**src/hw/rtl/htw_pkg.sv**
```systemverilog
`timescale 1ns / 1ps
// ----------------------------------------------------------------------------
// htw_pkg: shared types and constants of the hierarchical timer wheel
// Payload structs, cell control bundle and sizing constants.
// ----------------------------------------------------------------------------
package htw_pkg;

   localparam int NUM_TIMERS = 32;
   localparam int TIME_W     = 32;
   localparam int IDX_W      = (NUM_TIMERS > 1) ? $clog2(NUM_TIMERS) : 1;
   localparam int CNT_W      = $clog2(NUM_TIMERS + 1);
   localparam int RANK_LAST  = NUM_TIMERS - 2;

   localparam logic [1:0] MODE_START   = 2'd0;
   localparam logic [1:0] MODE_STOP    = 2'd1;
   localparam logic [1:0] MODE_ADVANCE = 2'd2;

   localparam logic [1:0] KIND_ACK   = 2'd0;
   localparam logic [1:0] KIND_FIRED = 2'd1;
   localparam logic [1:0] KIND_DONE  = 2'd2;

   typedef struct packed {
      logic [1:0]        mode;
      logic [4:0]        timer_id;
      logic [TIME_W-1:0] time_value;
   } req_type;

   typedef struct packed {
      logic [1:0] kind;
      logic [4:0] fired_or_target_id;
      logic       flag;
      logic       last;
   } rsp_type;

   typedef enum logic [2:0] {
      CELL_HOLD,
      CELL_ARM,
      CELL_DISARM,
      CELL_CLEAR,
      CELL_LOAD,
      CELL_RANK,
      CELL_EMIT
   } cell_op_type;

   typedef struct packed {
      cell_op_type       op;
      logic [IDX_W-1:0]  tgt;
      logic [TIME_W-1:0] expiry;
      logic [TIME_W-1:0] cur;
      logic [TIME_W-1:0] span;
      logic [CNT_W-1:0]  slot;
   } cell_ctrl_type;

   // sort key handed around the ring
   typedef struct packed {
      logic [TIME_W-1:0] off;
      logic [IDX_W-1:0]  id;
      logic              qual;
   } cell_key_type;

endpackage

```
**src/hw/rtl/htw_cell.sv**
```systemverilog
`timescale 1ns / 1ps
// ----------------------------------------------------------------------------
// htw_cell: one timer slot of the wheel
// Holds expiry and pending bit, ranks its due offset against the keys that
// rotate through the ring, and reports a hit when its rank is called.
// ----------------------------------------------------------------------------
module htw_cell (
   input  logic                         clock,
   input  logic                         reset,
   input  logic [htw_pkg::IDX_W-1:0]    my_idx,
   input  htw_pkg::cell_ctrl_type       ctrl,
   input  htw_pkg::cell_key_type        pass_in,
   output htw_pkg::cell_key_type        pass_out,
   output logic                         pending,
   output logic                         hit
);

   logic [htw_pkg::TIME_W-1:0] exp_ff, exp_in;
   logic                       pend_ff, pend_in;
   htw_pkg::cell_key_type      own_ff, own_in;
   htw_pkg::cell_key_type      pass_ff, pass_in_nxt;
   logic [htw_pkg::IDX_W-1:0]  rank_ff, rank_in;
   logic                       sel;
   logic                       beats;
   logic [htw_pkg::TIME_W-1:0] off;

   assign sel      = (ctrl.tgt == my_idx);
   assign off      = exp_ff - ctrl.cur;
   assign pass_out = pass_ff;
   assign pending  = pend_ff;

   assign beats = pass_in.qual &&
                  ((pass_in.off < own_ff.off) ||
                   ((pass_in.off == own_ff.off) && (pass_in.id < own_ff.id)));

   assign hit = (ctrl.op == htw_pkg::CELL_EMIT) && own_ff.qual &&
                (htw_pkg::CNT_W'(rank_ff) == ctrl.slot);

   always_comb begin
      exp_in      = exp_ff;
      pend_in     = pend_ff;
      own_in      = own_ff;
      pass_in_nxt = pass_ff;
      rank_in     = rank_ff;
      case (ctrl.op)
         htw_pkg::CELL_ARM: begin
            if (sel) begin
               exp_in  = ctrl.expiry;
               pend_in = 1'b1;
            end
         end
         htw_pkg::CELL_DISARM: begin
            if (sel) begin
               pend_in = 1'b0;
            end
         end
         htw_pkg::CELL_CLEAR: begin
            pend_in = 1'b0;
         end
         htw_pkg::CELL_LOAD: begin
            own_in.off  = off;
            own_in.id   = my_idx;
            own_in.qual = pend_ff && (off <= ctrl.span);
            pass_in_nxt = own_in;
            rank_in     = '0;
         end
         htw_pkg::CELL_RANK: begin
            pass_in_nxt = pass_in;
            if (beats) begin
               rank_in = rank_ff + 1'b1;
            end
         end
         htw_pkg::CELL_EMIT: begin
            if (hit) begin
               pend_in = 1'b0;
            end
         end
         default: begin
         end
      endcase
   end

   always_ff @(posedge clock) begin
      if (reset) begin
         pend_ff <= 1'b0;
      end else begin
         pend_ff <= pend_in;
      end
      exp_ff  <= exp_in;
      own_ff  <= own_in;
      pass_ff <= pass_in_nxt;
      rank_ff <= rank_in;
   end

endmodule

```
**config.mk**
```make
export PLATFORM = sky130hd
export DESIGN_NAME = htw_cell
export DESIGN_NICKNAME = d
export VERILOG_FILES = /design/src/hw/rtl/htw_pkg.sv /design/src/hw/rtl/htw_cell.sv
export SDC_FILE = /design/constraint.sdc
export NUM_CORES = 1
export LEC_CHECK = 0
export BUFFER_PORTS_ARGS = -buffer_cell sky130_fd_sc_hd__buf_2
export CORE_ASPECT_RATIO = 1.4
export CORE_MARGIN = 3
export CORE_UTILIZATION = 55
export DETAILED_ROUTE_END_ITERATION = 8
export GPL_TIMING_DRIVEN = 0
export PLACE_DENSITY = 0.82
export SLEW_MARGIN = 20
export SYNTH_ARGS = -nofsm -noshare
export SYNTH_HDL_FRONTEND = slang
export SYNTH_SLANG_ARGS = --single-unit
```
**constraint.sdc**
```tcl
create_clock -name clock -period 6.43 [get_ports clock]
set_input_delay 0.9645 -clock clock [delete_from_list [all_inputs] [get_ports clock]]
set_output_delay 0.9645 -clock clock [all_outputs]
set_load 0.005 [all_outputs]
```
Word-level counts from Yosys, hierarchy flattened
Index checks and enable logic that the tools add are counted.
Storage, ports and cells
  output and inout bits: 40
  input bits: 155
  flip-flop bits (word level): 114
  logic and storage cells: 45
Cells by class
  equality and inequality tests: 13
  reduce and logical (&&, ||, !) cells: 11
  $add $sub $neg: 2
  mux-type cells: 7
  order comparisons: 3
Operator list (number)
  $pmux W38 S2: 1
  $eq A32 B32 Y1: 1
  $le A32 B32 Y1: 1
  $lt A32 B32 Y1: 1
  $sub A32 B32 Y32: 1
  $pmux W5 S2: 1
  $eq A3 B3 Y1 const B: 3
  $ne A2 B2 Y1 const B: 4
  $eq A3 B2 Y1 const B: 2
  $eq A5 B6 Y1: 1
  $add A5 B1 Y5 const B: 1
  $eq A5 B5 Y1: 1
  $logic_and A1 B1 Y1: 5
  $lt A5 B5 Y1: 1
  $mux W5: 1
  $pmux W1 S4: 1
  $reduce_and A2 Y1: 2
  $reduce_and A4 Y1: 1
  $reduce_bool A4 Y1: 1
  $eq A3 B1 Y1 const B: 1
  $mux W1: 3
  $reduce_bool A2 Y1: 1
  $logic_or A1 B1 Y1: 1

Depth between registers and ports, before layout
  depth in word-level cells: 6
  mapped depth: 19
  gate-level depth less buffers: 19

Worst setup path before layout
Ideal clock, no wire load.
  kind: input -> register
  start point: in my_idx[3] in the netlist's numbering
  end point: reg exp_ff[0] in the netlist's numbering, enable pin
  cell stages on the path: 4
  path buffers: 0
  data required time: 5.925 ns
  setup slack: 1.453 ns
  arrival time: 4.472 ns
  library setup time: 0.505 ns
  cell sequence: xor2_1 -> nor3_1 -> nand3_1 -> nor4_1
On the way
  cells in the longest elaborated chain, start to end: 2
Ends and longest elaborated chain
  start, declared: RTL line htw_cell.sv:10  | input logic [htw_pkg::IDX_W-1:0] my_idx,
  $eq A5 B5 Y1: RTL line htw_cell.sv:27  | assign sel = (ctrl.tgt == my_idx);
  $reduce_and A2 Y1 (no line)
  end signal, assigned: RTL line htw_cell.sv:89  | exp_ff <= exp_in;
  end, declared: RTL line htw_cell.sv:18  | logic [htw_pkg::TIME_W-1:0] exp_ff, exp_in;
No other way between the ends.
A chain may end at the register's enable or synchronous reset.

==> results.toml <==
[timing]
setup_viol = 0
hold_violations = 0
fmax_mhz = 204
worst_slack_ns = 1.52
timing.final.crit_share = 0.764
max_slew.worst_pin.slew_ns = 0.841
clock_skew_ns = 0.0102
relSlewSlack = 0.439
final_max_slew_viol_count = 0
layout_min_cycle_time_ns = 4.91
rsz0062_at_grt = "no"

[global_routing]
antenna_found_initial = 1
track_usage = 0.262
grt_remaining_overflow = 0
grt_pass1_vias = 6792
grt_pass1_wl_um = 32500
grt_max_degree = 29

[placement]
dp_hpwl_um = 16000
dp.cells = 1158
io_buffer_count = 194
gp_congestion = 0.899
dpl_cell_area_mm2 = 0.00921
post-place-ws_ns = 1.21

[worst_setup_path]
r2r-start = "exp_ff[14]"
rr_worst_depth = 14
critical_path_required_ns = 6.57
cp.arrival_ns = 5.05
reg2reg_to = "pass_out[0]"
worstSetupEndpoint = "pass_out[0]"
critPathLaunchType = "input pin"
reg2reg_slack_ns = 1.80
end_kind = "flip-flop"
cp-startpoint = "ctrl[50]"
worstPathMaxFanout = 7
crit_type = "in -> reg"

[cells_and_area]
final_area_mm2 = 0.00981
layout.cells.non_filler = 1190
seq_area_mm2 = 0.00341
multi_input_area_mm2 = 0.00404
area_growth_pct = 23.8
nFillCells = 1112
drive_above_1_share = 0.271
fin_util = 0.698
nNetsFinal = 1248

[clocking]
cts.htree.levels = 4
postCtsSetupBuffers = 0
cts_buffers = 17
cts_sinks = 114
cts.path.max_buffers = 2
cts_resized = 0
clockRootBuffer = "clkbuf_16"
insertion_delay_ns = 0.42
cts_hold_buf = 0
clkTransAtPathRegs_ns = 0.05
cts_tree = "built"

[flow_run]
cap_violations = 0

[synthesis]
avgSynthCellArea_um2 = 10.3
yosysSeqAreaShare = 0.431
synth_seq_cells = 114
yosys.area.top_type = "edfxtp_1"
syn_inst = 772
synthArstFlopShare = 0
synthTopCellsByArea = "edfxtp_1 (43%), ha_1 (16%), inv_1 (5.2%)"
synth_ff_type = "edfxtp_1"
netlist_area_mm2 = 0.00792
yosysWarnings = 0
synthesis.nets = 1028
yosysMostFrequentCell = "edfxtp_1"
synth_cell_types = 71
synth_common_cells = "edfxtp_1 (113), inv_1 (110), ha_1 (100)"
synth_edf_count = 113
synth.top_cell.area_share = 0.428

[detailed_routing]
wire_per_inst_um = 16.9
routed_via_density = 5.56
drtPass1Iterations = 5
drc = 0
antenna_left = 0
wl_um = 20100
drt_iter0_drc = 376
vias = 6617

[hold_path]
hold_class = "reg -> reg"

[die]
die_area_mm2 = 0.0159
start_util = 0.564
die_h_um = 148
num_rows = 51
ioPinCount = 195
die_x_um = 107
core-area_mm2 = 0.0140

[run_status]
status = "complete, no violations"

[power]
irDropWorstVdd_mv = 0.172
powerDensity_mw_per_mm2 = 226
p_leak_nw = 4.68
[routing by layer]
metal  vias up  part of all wire  GRT usage
met1      3077              0.39      0.312
met4         0             0.036      0.119
met2       258              0.51      0.461
met5         -                 0          0
li1       3236                 -          -
met3        46             0.062     0.0415
[registers in the layout (all words and copies together), names as in the netlist]
register and flops:
own_ff 38, pass_out 38, exp_ff 32, rank_ff 5, pending 1
[worst max-delay path: stages]
cell and delay [ns]:
buf_2 0.07, inv_1 0.04, ha_1 0.26, buf_2 0.17
nand3_1 0.18, o31ai_1 0.40, nor4_1 0.14, a211oi_2 0.44
o211ai_1 0.14, a21boi_0 0.42, nor2_1 0.14, ha_1 0.33
nand4_1 0.16, nor4_1 0.64, nand3b_1 0.23, o2111ai_1 0.16
o311ai_0 0.16
[final cells by class]
class,count,area share
clock buffer,17,0.0434
sequential,114,0.348
tap,185,0.0236
buffer,18,0.00753
clock inverter,14,0.0168
timing repair buffer,201,0.106
antenna,1,0.000255
multi-input combinational,530,0.412
inverter,110,0.0421
[report_power, final]
group          total (mW)  leakage, nW  switching (mW)  internal (mW)
registers           0.866         1.05         0.00782          0.858
clock network       0.950        0.279           0.346          0.604
logic               0.396         3.35           0.220          0.176
total                2.21         4.68           0.574           1.64
[kinds of logic after synthesis]
logic type / share of synthesized area
AND/OR/NAND/NOR: 0.126
XOR/XNOR: 0.0464
multiplexers: 0.0231
flip-flops: 0.431
adder cells (fa/ha/maj): 0.160
AO/OA/AOI/OAI: 0.152
buffers and inverters: 0.0614
[worst min path at each step]
stage | start | to | depth (start not counted)
after global placement | pending | pending | 2
final | pending | pending | 2
after CTS | pending | pending | 2
after global routing | pending | pending | 2
after detailed placement | pending | pending | 2
after floorplan | pending | pending | 2
[per-stage QoR]
| step | total power, mW | hold WS, ns | setup TNS [ns] |
|---|---|---|---|
| final | 2.21 | 0.586 | 0 |
| after global routing | 2.30 | 0.637 | 0 |
| after detailed placement | 1.27 | 0.569 | 0 |
| after floorplan | 1.13 | 0.526 | 0 |
| after CTS | 2.22 | 0.590 | 0 |
| after global placement | 1.26 | 0.552 | -8.08 |
[cell usage in the layout (no fill, tap or decap), drive strengths merged, types with 27 or more instances in the layout]
master  Yosys  routed
nand2      70      70
nor2       35      35
a21oi      49      49
inv       110     111
a21o       40      40
edfxtp    113     113
buf         8     209
clkbuf     10      27
xnor2      27      27
ha        100     100
Power figures use the tool's default switching activity.
